**config.mk**
```make
export PLATFORM = sky130hd
export DESIGN_NAME = timer_pool_with_timeout_events
export DESIGN_NICKNAME = d
export VERILOG_FILES = /design/src/rtl/tpool_pkg.sv /design/src/rtl/timer_pool_with_timeout_events.sv
export SDC_FILE = /design/constraint.sdc
export NUM_CORES = 1
export LEC_CHECK = 0
export BUFFER_PORTS_ARGS = -buffer_cell sky130_fd_sc_hd__buf_2
export CAP_MARGIN = 40
export CORE_ASPECT_RATIO = 0.8
export CORE_MARGIN = 2
export CORE_UTILIZATION = 25
export DETAILED_ROUTE_END_ITERATION = 12
export GPL_TIMING_DRIVEN = 0
export PLACE_DENSITY = 0.49
export SYNTH_ARGS = -nofsm -noshare
export SYNTH_HDL_FRONTEND = slang
export SYNTH_SLANG_ARGS = --single-unit
```
**constraint.sdc**
```tcl
create_clock -name clk -period 8.54 [get_ports clk]
set_input_delay 1.708 -clock clk [delete_from_list [all_inputs] [get_ports clk]]
set_output_delay 1.708 -clock clk [all_outputs]
set_load 0.1 [all_outputs]
```
**src/rtl/tpool_pkg.sv**
```systemverilog
`default_nettype none
// ----------------------------------------------------------------------------
// tpool_pkg: shared types and constants of the timer pool
// Holds the operation codes, the result kinds, the controller state type and
// the per-tick limit on timeout results.
// ----------------------------------------------------------------------------
package tpool_pkg;

  // Operation codes carried on the opcode port.
  localparam logic [1:0] OP_START = 2'd0;
  localparam logic [1:0] OP_TICK  = 2'd1;
  localparam logic [1:0] OP_QUERY = 2'd2;

  // Kinds of result.
  localparam logic KIND_TIMEOUT = 1'b0;
  localparam logic KIND_QUERY   = 1'b1;

  // Field widths fixed by the interface.
  localparam int unsigned IDX_W    = 3;
  localparam int unsigned TARGET_W = 8;
  localparam int unsigned COUNT_W  = 16;
  localparam int unsigned ENTRY_W  = TARGET_W + COUNT_W;

  // At most this many timeout results leave one tick.
  localparam int unsigned MAX_RESULTS = 8;
  localparam int unsigned NRES_W      = $clog2(MAX_RESULTS + 1);

  // Controller states.
  typedef enum logic [1:0] {
    ST_IDLE,
    ST_QUERY,
    ST_SCAN,
    ST_FLUSH
  } state_t;

endpackage
`default_nettype wire

```
**src/rtl/timer_pool_with_timeout_events.sv**
```systemverilog
`default_nettype none
// A start transaction to an in-range slot is written to the slot memory at its
// accept edge and busy stays low. A query result is registered in ST_QUERY. A
// tick holds busy through ST_SCAN, one slot memory read-modify-write per cycle,
// and ST_FLUSH, which releases the final held result. Timeout results appear one
// per expiry, each a strobe of one cycle; the receiver cannot stall. Reset clears
// the valid bit of every slot at once, so no clearing pass is needed.
// ----------------------------------------------------------------------------
// timer_pool_with_timeout_events: pool of down-counting timers
// Slot counts and targets live in one synchronous memory. A tick walks the
// slots in index order, decrementing and writing back each nonzero count, and
// reports each slot that reaches zero. One expiry is held back so that the
// final result of a tick can carry the last flag.
// ----------------------------------------------------------------------------
module timer_pool_with_timeout_events #(
  parameter int unsigned NUM_TIMERS = 8
) (
  input  wire logic                             clk,
  input  wire logic                             rst,
  input  wire logic                             start,
  output logic                                  busy,
  input  wire logic [1:0]                       opcode,
  input  wire logic [tpool_pkg::IDX_W-1:0]      timer_index,
  input  wire logic [tpool_pkg::TARGET_W-1:0]   event_target,
  input  wire logic [tpool_pkg::COUNT_W-1:0]    start_value,
  output logic                                  result_strobe,
  output logic                                  result_kind,
  output logic [tpool_pkg::TARGET_W-1:0]        event_target_res,
  output logic [tpool_pkg::IDX_W-1:0]           timer_index_res,
  output logic [tpool_pkg::COUNT_W-1:0]         count_value,
  output logic                                  last
);
  import tpool_pkg::*;

  localparam int unsigned AW = (NUM_TIMERS > 1) ? $clog2(NUM_TIMERS) : 1;

  // Slot memory: {target, count} per slot, with a valid bit per slot.
  logic [ENTRY_W-1:0]    mem [NUM_TIMERS];
  logic [NUM_TIMERS-1:0] valid;
  logic [ENTRY_W-1:0]    rd_data;
  logic                  rd_vld;

  state_t state, state_next;

  logic [AW-1:0]         scan_idx;
  logic [NRES_W-1:0]     nres;
  logic                  q_in_range;
  logic [IDX_W-1:0]      q_idx;

  // Held expiry, released when the next one is found or at the end of a tick.
  logic                  pend_vld;
  logic [TARGET_W-1:0]   pend_target;
  logic [IDX_W-1:0]      pend_idx;

  logic                  accept;
  logic [AW+IDX_W-1:0]   in_wide;
  logic [AW-1:0]         in_addr;
  logic                  in_range;
  logic [AW-1:0]         rd_addr;
  logic                  wr_en;
  logic [AW-1:0]         wr_addr;
  logic [ENTRY_W-1:0]    wr_data;
  logic [COUNT_W-1:0]    cur_cnt;
  logic [COUNT_W-1:0]    dec_cnt;
  logic                  expire;
  logic                  take;
  logic                  scan_last;
  logic [AW+IDX_W-1:0]   scan_wide;
  logic [IDX_W-1:0]      scan_idx3;

  // Input decode and address translation.
  always_comb begin
    accept    = start && !busy;
    in_wide   = {{AW{1'b0}}, timer_index};
    in_addr   = in_wide[AW-1:0];
    in_range  = 32'(timer_index) < NUM_TIMERS;
    scan_wide = {{IDX_W{1'b0}}, scan_idx};
    scan_idx3 = scan_wide[IDX_W-1:0];
    scan_last = scan_idx == AW'(NUM_TIMERS - 1);
  end

  // Entry under the scan: decrement and detect expiry.
  always_comb begin
    cur_cnt = rd_vld ? rd_data[COUNT_W-1:0] : '0;
    dec_cnt = cur_cnt - COUNT_W'(1);
    expire  = (state == ST_SCAN) && (cur_cnt == COUNT_W'(1));
    take    = expire && (nres < NRES_W'(MAX_RESULTS));
  end

  // Memory address and write port selection.
  always_comb begin
    wr_en   = 1'b0;
    wr_addr = scan_idx;
    wr_data = {rd_data[ENTRY_W-1:COUNT_W], dec_cnt};
    if (state == ST_SCAN) begin
      rd_addr = scan_last ? '0 : scan_idx + AW'(1);
      wr_en   = cur_cnt != '0;
    end else begin
      rd_addr = (opcode == OP_QUERY) ? in_addr : '0;
      if (accept && opcode == OP_START && in_range) begin
        wr_en   = 1'b1;
        wr_addr = in_addr;
        wr_data = {event_target, start_value};
      end
    end
  end

  // Slot memory with a registered read port.
  always_ff @(posedge clk) begin
    if (wr_en) begin
      mem[wr_addr] <= wr_data;
    end
    rd_data <= mem[rd_addr];
  end

  // Per-slot valid bits; an invalid slot reads as zero.
  always_ff @(posedge clk) begin
    if (rst) begin
      valid  <= '0;
      rd_vld <= 1'b0;
    end else begin
      if (wr_en) begin
        valid[wr_addr] <= 1'b1;
      end
      rd_vld <= valid[rd_addr];
    end
  end

  // Controller state register.
  always_ff @(posedge clk) begin
    if (rst) begin
      state <= ST_IDLE;
    end else begin
      state <= state_next;
    end
  end

  // Next state and busy.
  always_comb begin
    state_next = state;
    busy       = state != ST_IDLE;
    unique case (state)
      ST_IDLE: begin
        if (accept) begin
          if (opcode == OP_QUERY) begin
            state_next = ST_QUERY;
          end else if (opcode == OP_TICK) begin
            state_next = ST_SCAN;
          end
        end
      end
      ST_QUERY: state_next = ST_IDLE;
      ST_SCAN:  state_next = scan_last ? ST_FLUSH : ST_SCAN;
      ST_FLUSH: state_next = ST_IDLE;
      default:  state_next = ST_IDLE;
    endcase
  end

  // Scan bookkeeping and held expiry.
  always_ff @(posedge clk) begin
    if (rst) begin
      pend_vld <= 1'b0;
      nres     <= '0;
      scan_idx <= '0;
    end else begin
      if (state == ST_IDLE) begin
        pend_vld <= 1'b0;
        nres     <= '0;
        scan_idx <= '0;
      end else if (state == ST_SCAN) begin
        scan_idx <= scan_last ? '0 : scan_idx + AW'(1);
        if (take) begin
          pend_vld <= 1'b1;
          nres     <= nres + NRES_W'(1);
        end
      end else if (state == ST_FLUSH) begin
        pend_vld <= 1'b0;
      end
    end
  end

  always_ff @(posedge clk) begin
    if (take) begin
      pend_target <= rd_data[ENTRY_W-1:COUNT_W];
      pend_idx    <= scan_idx3;
    end
    if (accept) begin
      q_in_range <= in_range;
      q_idx      <= timer_index;
    end
  end

  // Result strobe.
  always_ff @(posedge clk) begin
    if (rst) begin
      result_strobe <= 1'b0;
    end else begin
      result_strobe <= (state == ST_QUERY) || (pend_vld && state == ST_FLUSH) ||
                       (pend_vld && take);
    end
  end

  // Result payload registers.
  always_ff @(posedge clk) begin
    if (state == ST_QUERY) begin
      result_kind      <= KIND_QUERY;
      event_target_res <= (q_in_range && rd_vld) ? rd_data[ENTRY_W-1:COUNT_W] : '0;
      timer_index_res  <= q_idx;
      count_value      <= (q_in_range && rd_vld) ? rd_data[COUNT_W-1:0] : '0;
      last             <= 1'b1;
    end else begin
      result_kind      <= KIND_TIMEOUT;
      event_target_res <= pend_target;
      timer_index_res  <= pend_idx;
      count_value      <= '0;
      last             <= state == ST_FLUSH;
    end
  end

endmodule
`default_nettype wire

```
## After elaboration in Yosys (flattened, before gate mapping)

Memories as Yosys holds them, arrays and structs flattened. A register that Yosys moved wholly into a read port is not among the register bits.
Cells that the tools add are included.

| operators by class | value |
|---|---|
| equal/unequal tests | 10 |
| bitwise gates (word level) | 1 |
| mux-type cells | 28 |
| reduce and logical (&&, ||, !) cells | 21 |
| multiply operators | 0 |
| div/mod/pow operators | 0 |
| $lt $le $gt $ge | 4 |
| add/sub/neg operators | 3 |
| shifts and indexed selects | 0 |

Operators by type and width:

| operator | count |
|---|---|
| 24-bit two-way mux | 2 |
| 3-bit two-way mux | 6 |
| 16-bit by 1-bit == test with 1-bit output (second input constant) | 1 |
| 16-bit two-way mux | 1 |
| 8-bit two-way mux | 2 |
| 16-bit nonzero test | 1 |
| 16-bit by 1-bit subtractor with 16-bit output (second input constant) | 1 |
| 1-bit two-way mux | 11 |
| 3-bit by 4-bit < comparator with 1-bit output (second input constant) | 2 |
| 8-bit bitwise OR | 1 |
| 2-bit AND reduction | 4 |
| 1-bit logical AND | 7 |
| 2-bit == test (second input constant) | 3 |
| 2-bit two-way mux | 3 |
| 2-bit case mux with 3 select lines | 1 |
| 4-bit by 1-bit adder with 4-bit output (second input constant) | 1 |
| 2-bit by 1-bit == test with 1-bit output (second input constant) | 2 |
| 2-bit logical NOT | 2 |
| 4-bit < comparator (second input constant) | 1 |
| 2-bit inequality test (second input constant) | 2 |
| 2-bit nonzero test | 2 |
| 2-bit OR reduction | 2 |
| 3-bit by 1-bit adder with 3-bit output (second input constant) | 1 |
| 1-bit binary-select mux with 3-bit select | 1 |
| other kinds (6) | 7 |

| word-level totals | value |
|---|---|
| bits in latches | 0 |
| bits in read-only memories | 0 |
| output and inout port bits | 31 |
| bits in writable memories | 192 |
| register bits | 63 |
| memories kept | 1 |
| bits of input ports | 32 |

Memory list:

| memory | depth | bits a word | read ports | clocked after memory_dff | wr ports | RTL line | source |
|---|---|---|---|---|---|---|---|
| mem | 8 | 24 | 1 | 1 | 1 | timer_pool_with_timeout_events.sv:38 | `logic [ENTRY_W-1:0] mem [NUM_TIMERS];` |

## Longest topological paths before layout

| depth | value |
|---|---|
| depth after elaboration | 11 |
| gate-level depth with buffers | 10 |
| mapped depth without buffers | 7 |

## Worst setup path after synthesis

Ideal clock, no wire load.

| timing | value |
|---|---|
| kind | input port to flip-flop |
| from | input port opcode[0] |
| to | memory mem[0][0] (netlist bit) (enable) |
| data arrival time | 3.787 ns |
| buffers on the path | 1 |
| stages on the path | 7 |
| slack | 4.349 ns |
| path through | inv_1 ha_1 nor4bb_1 buf_2 nand3_1 o31a_1 nor2_1 |

| on the way | value |
|---|---|
| cells in the longest elaborated chain, start to end | 6 |
| elaborated cells on any way between the ends | 8 |
| classes of those cells | 6 x mux; 2 x reduce/logical |

RTL lines:

| what | RTL line | source |
|---|---|---|
| start: declaration | timer_pool_with_timeout_events.sv:22 | `input wire logic [1:0] opcode,` |
| 2-bit logical NOT * | timer_pool_with_timeout_events.sv:100 | `if (accept && opcode == OP_START && in_range) begin` |
| 1-bit logical AND * | timer_pool_with_timeout_events.sv:100 |  |
| 1-bit two-way mux | timer_pool_with_timeout_events.sv:100 |  |
| 1-bit two-way mux | timer_pool_with_timeout_events.sv:95 | `if (state == ST_SCAN) begin` |
| 1-bit two-way mux | timer_pool_with_timeout_events.sv:110 | `if (wr_en) begin` |
| 1-bit two-way mux (implied by the code) | timer_pool_with_timeout_events.sv:111 | `mem[wr_addr] <= wr_data;` |
| end: declaration | timer_pool_with_timeout_events.sv:38 |  |

Mark *: on every way between the ends. The rest lies on a longest branch, timed or not.

## Worst setup path in the final report

| timing | value |
|---|---|
| from | register rd_vld |
| to | memory mem[5][2] (netlist bit) (enable) |

| on the way | value |
|---|---|
| cells in the longest elaborated chain, start to end | 5 |

RTL lines:

| what | RTL line | source |
|---|---|---|
| start: declaration | timer_pool_with_timeout_events.sv:41 | `logic rd_vld;` |
| start signal: assignment | timer_pool_with_timeout_events.sv:125 | `rd_vld <= valid[rd_addr];` |
| 16-bit two-way mux | timer_pool_with_timeout_events.sv:84 | `cur_cnt = rd_vld ? rd_data[COUNT_W-1:0] : '0;` |
| 16-bit nonzero test | timer_pool_with_timeout_events.sv:97 | `wr_en = cur_cnt != '0;` |
| 1-bit two-way mux | timer_pool_with_timeout_events.sv:95 |  |
| 1-bit two-way mux | timer_pool_with_timeout_events.sv:110 |  |
| 1-bit two-way mux (implied by the code) | timer_pool_with_timeout_events.sv:111 |  |

Every way passes these cells.

==> impl_summary.md <==
Outcome
The flow ran to the end, and the final reports show no timing, DRC or antenna violations.

Timing
Setup repair after global routing left no endpoint under its margin. The number of slew-limit violations in the final report came to 0. The highest clock rate is 204 MHz. The worst slew margin relative to its limit is 40.0%.

After routing, the total negative slack on setup checks comes to 0 ns. Across all setup checks in the final design, the least slack found is 3.65 ns. The final clock skew is 0.0266 ns. In the finished design, the share of the clock period the worst path needs comes to 57.3%. The count of endpoints failing hold in the final timing report is 0.

For the pin with the worst max-slew slack, the measured transition is 0.899 ns. The minimum clock period after layout is 4.89 ns. Setup violations remaining at the end of the flow were counted as 0.

Clock network
The number of clock buffers added by TritonCTS is 29. The clock sink count is 279. Clock-pin slew was measured on the worst setup and hold paths at 0.07 ns. Once the clock tree was built, the resizer swapped 0 gates to a different size.

The setup fix buffers added after clock tree synthesis is 0. The number of levels in the clock H-tree is 1. The clock latency at the later pin of the worst-skew pair is 0.56 ns.

The number of hold-repair buffers added at the cts stage is 0. The root buffer selected by CTS is sky130_fd_sc_hd__clkbuf_16. The TritonCTS clock tree is yes. The deepest clock path buffer count is 3.

Routing
After detailed routing, the average wire length per cell comes to 19.5 um. In this run, the number of DRC markers left after iteration 0 of detailed routing was 449. After detailed routing, the number of vias per cell comes to 4.45. The count of nets left with antenna violations once routing finished came out at 0.

The pre-antenna-repair detailed-routing pass consisted of 6 iterations. The final route contains 6437 vias. The count of unresolved DRC violations after routing is 0.

The routed design has 28200 um of wire.

Min path
The worst min-delay path category is flip-flop to flip-flop.

Floorplan
The top-level port count is 63. Row generation in the floorplan step produced 68 rows. The height of the chip is 192 um.

Measured along the x axis, the die boundary spans 239 um. The core footprint is 43400 um2. The die footprint is 46000 um2. The starting density of the core is 25.5%.

Worst setup path
The kind of cell with the highest combined delay along the critical path is buffers and inverters. The worst setup path is captured at a flip-flop. The combined buffer and inverter count along the critical path is 5. The worst setup path is of the flip-flop to flip-flop kind. The cell with the biggest individual delay on the critical path is sky130_fd_sc_hd__clkbuf_1. The cell repeated most along the worst path is sky130_fd_sc_hd__clkbuf_1.

The startpoint kind of the worst setup timing path is a flip-flop. Along the worst path, the maximum fanout reaches 14. The highest cell delay on the worst timing path is 0.62 ns.

The endpoint required time on the critical path is 8.79 ns. STA puts the critical path data arrival time at 5.14 ns. The critical path goes through clkbuf_1 -> clkbuf_1 -> clkbuf_1 -> nand2_1 -> ha_1 -> and3_1 -> clkbuf_1 -> a21oi_2 -> a22oi_1 -> nor2_4 -> buf_16.

Global route
The initial antenna violation count is 0. The global-route usage over all layers is 12.3%. For this run the aggregate overflow at the end of global routing stands at 0.

The first global-routing pass estimated 41300 um of wire. The largest net degree at the start of global routing is 19. The via count of the first global-routing pass is 6084.

Run
The tool flagged a number of max-cap violations equal to 0.

Synthesis
The synthesis-stage register bit count is 279. The portion of netlist area occupied by mux cells is 16.1%. The adder-cell area share of the yosys netlist is 0.791%. The number of warning messages in the yosys log is 0. The synthesized netlist net count is 801. The sequential-to-total area share from yosys stat is 69.1%. The synthesized netlist occupies a cell area of 11100 um2. The primary flip-flop cell chosen by synthesis mapping is sky130_fd_sc_hd__edfxtp_1. The cell count after synthesis came out at 762. Yosys mapped a number of flops with a built-in enable equal to 206. The synthesized netlist devotes 0.712% of its cell area to XOR and XNOR gates.

The number of distinct library cells after synthesis is 50. The average instance area after synthesis is 14.5 um2. The fraction of the mapped netlist area in simple logic gates is 7.15%. The share of synthesized registers carrying an async set or reset is 0%. The dominant combinational cell family by area after synthesis is multiplexers. The fraction of the mapped netlist area in compound gates is 4.10%.

Finish
In the final design database the tool counted 904 nets. The proportion of layout cells with a drive suffix above 1 is 20.3%. In the layout the commonest cells are sky130_fd_sc_hd__edfxtp_1 (206), sky130_fd_sc_hd__mux2i_1 (147), sky130_fd_sc_hd__buf_2 (80). The growth of design area from synthesis to finish is 20.6%. Leaving out fill and tap cells, the most frequent cell in the layout is sky130_fd_sc_hd__edfxtp_1.

The total inserted antenna cells is 0. The final design instance area without fill is 13400 um2.

Place
The congestion estimate from routability-driven global placement came to 0.724. The setup slack at placement is 3.75 ns. The HPWL after detailed placement is 18600 um. The area after detailed placement is 12300 um2.

The count of input and output buffers is 62.

Pwr
The power density over the cells is 233 nW/um2. The maximum vdd drop is 0.149 mV. The overall power of the completed layout is 3120 uW.

The static leakage power is 0.00538 uW.
-- power by group --
group | switching (uW) | internal [uW] | total (uW)
combinational | 174 | 89.5 | 263
clock | 528 | 777 | 1310
sequential | 25.0 | 1520 | 1550
-- cells by family (layout without fill, tap and decap cells) --
logic type               count (synthesis)  after routing
AO/OA/AOI/OAI                           72             72
flip-flops                             279            279
buffers and inverters                   49            175
multiplexers                           175            175
AND/OR/NAND/NOR                        171            171
adder cells (fa/ha/maj)                  7              7
XOR/XNOR                                 9              9
-- layer usage --
layer / routed length (um) / share of wire [%] / up-vias / GRT usage [%]
met5: 0 / 0 / - / 0
met4: 471 / 1.7 / 0 / 2.24
met3: 1240 / 4.4 / 37 / 2.39
met2: 12700 / 45 / 155 / 19.4
met1: 13800 / 49 / 3184 / 17.7
li1: - / - / 3061 / -
-- through the flow --
step           utilization (%)  cells  hold WS (ns)
5_1_grt                   30.8   1448         0.444
6_report                  30.8   1448         0.431
4_1_cts                   30.8   1448         0.430
2_1_floorplan                -    762         0.408
3_3_place_gp              27.8   1384         0.418
3_5_place_dp              28.5   1394         0.417
-- worst reg2reg max path, stage by stage (launching register included) --
cell and delay, ns:
sky130_fd_sc_hd__dfxtp_1 0.44, sky130_fd_sc_hd__clkbuf_1 0.45, sky130_fd_sc_hd__clkbuf_1 0.47, sky130_fd_sc_hd__clkbuf_1 0.62, sky130_fd_sc_hd__nand2_1 0.18, sky130_fd_sc_hd__ha_1 0.32
sky130_fd_sc_hd__and3_1 0.17, sky130_fd_sc_hd__clkbuf_1 0.24, sky130_fd_sc_hd__a21oi_2 0.53, sky130_fd_sc_hd__a22oi_1 0.41, sky130_fd_sc_hd__nor2_4 0.50, sky130_fd_sc_hd__buf_16 0.23
-- flip-flops by register name, summed over array words and instances, names as in the netlist, 4 cells and up --
signal / cells
count_value: 16
event_target_res: 8
mem: 192
nres: 4
pend_target: 8
rd_data: 24
valid: 8
-- final timing paths --
path / depth (start not counted) / end / startpoint / slack [ns]
setup / recovery: 11 / mem[5][2] / rd_vld / 3.65
hold / removal: 2 / event_target_res[1] / pend_target[1] / 0.43
setup reg to reg: 11 / mem[5][2] / rd_vld / 3.65
hold reg to reg: 2 / event_target_res[1] / pend_target[1] / 0.43
-- cell type report --
cell class | count | area [um2]
Fill cell | 4328 | 30000
Timing Repair Buffer | 72 | 517
Sequential cell | 279 | 7650
Tap cell | 560 | 701
Clock inverter | 13 | 129
Buffer | 38 | 183
Inverter | 11 | 41.3
Multi-Input combinational cell | 434 | 3260
Clock buffer | 41 | 875
-- synthesized netlist by cell type, types with 14 or more instances --
cell	instances	area (um2)
sky130_fd_sc_hd__buf_2	17	85.1
sky130_fd_sc_hd__dfxtp_1	73	1460
sky130_fd_sc_hd__and3_1	17	106
sky130_fd_sc_hd__mux2_2	27	304
sky130_fd_sc_hd__nor2_1	37	139
sky130_fd_sc_hd__clkbuf_1	14	52.6
sky130_fd_sc_hd__nand2_1	69	259
sky130_fd_sc_hd__mux2i_1	147	1470
sky130_fd_sc_hd__a21oi_1	27	135
sky130_fd_sc_hd__nand3_1	21	105
sky130_fd_sc_hd__edfxtp_1	206	6190
No activity file was read; power rests on OpenSTA's default activity.
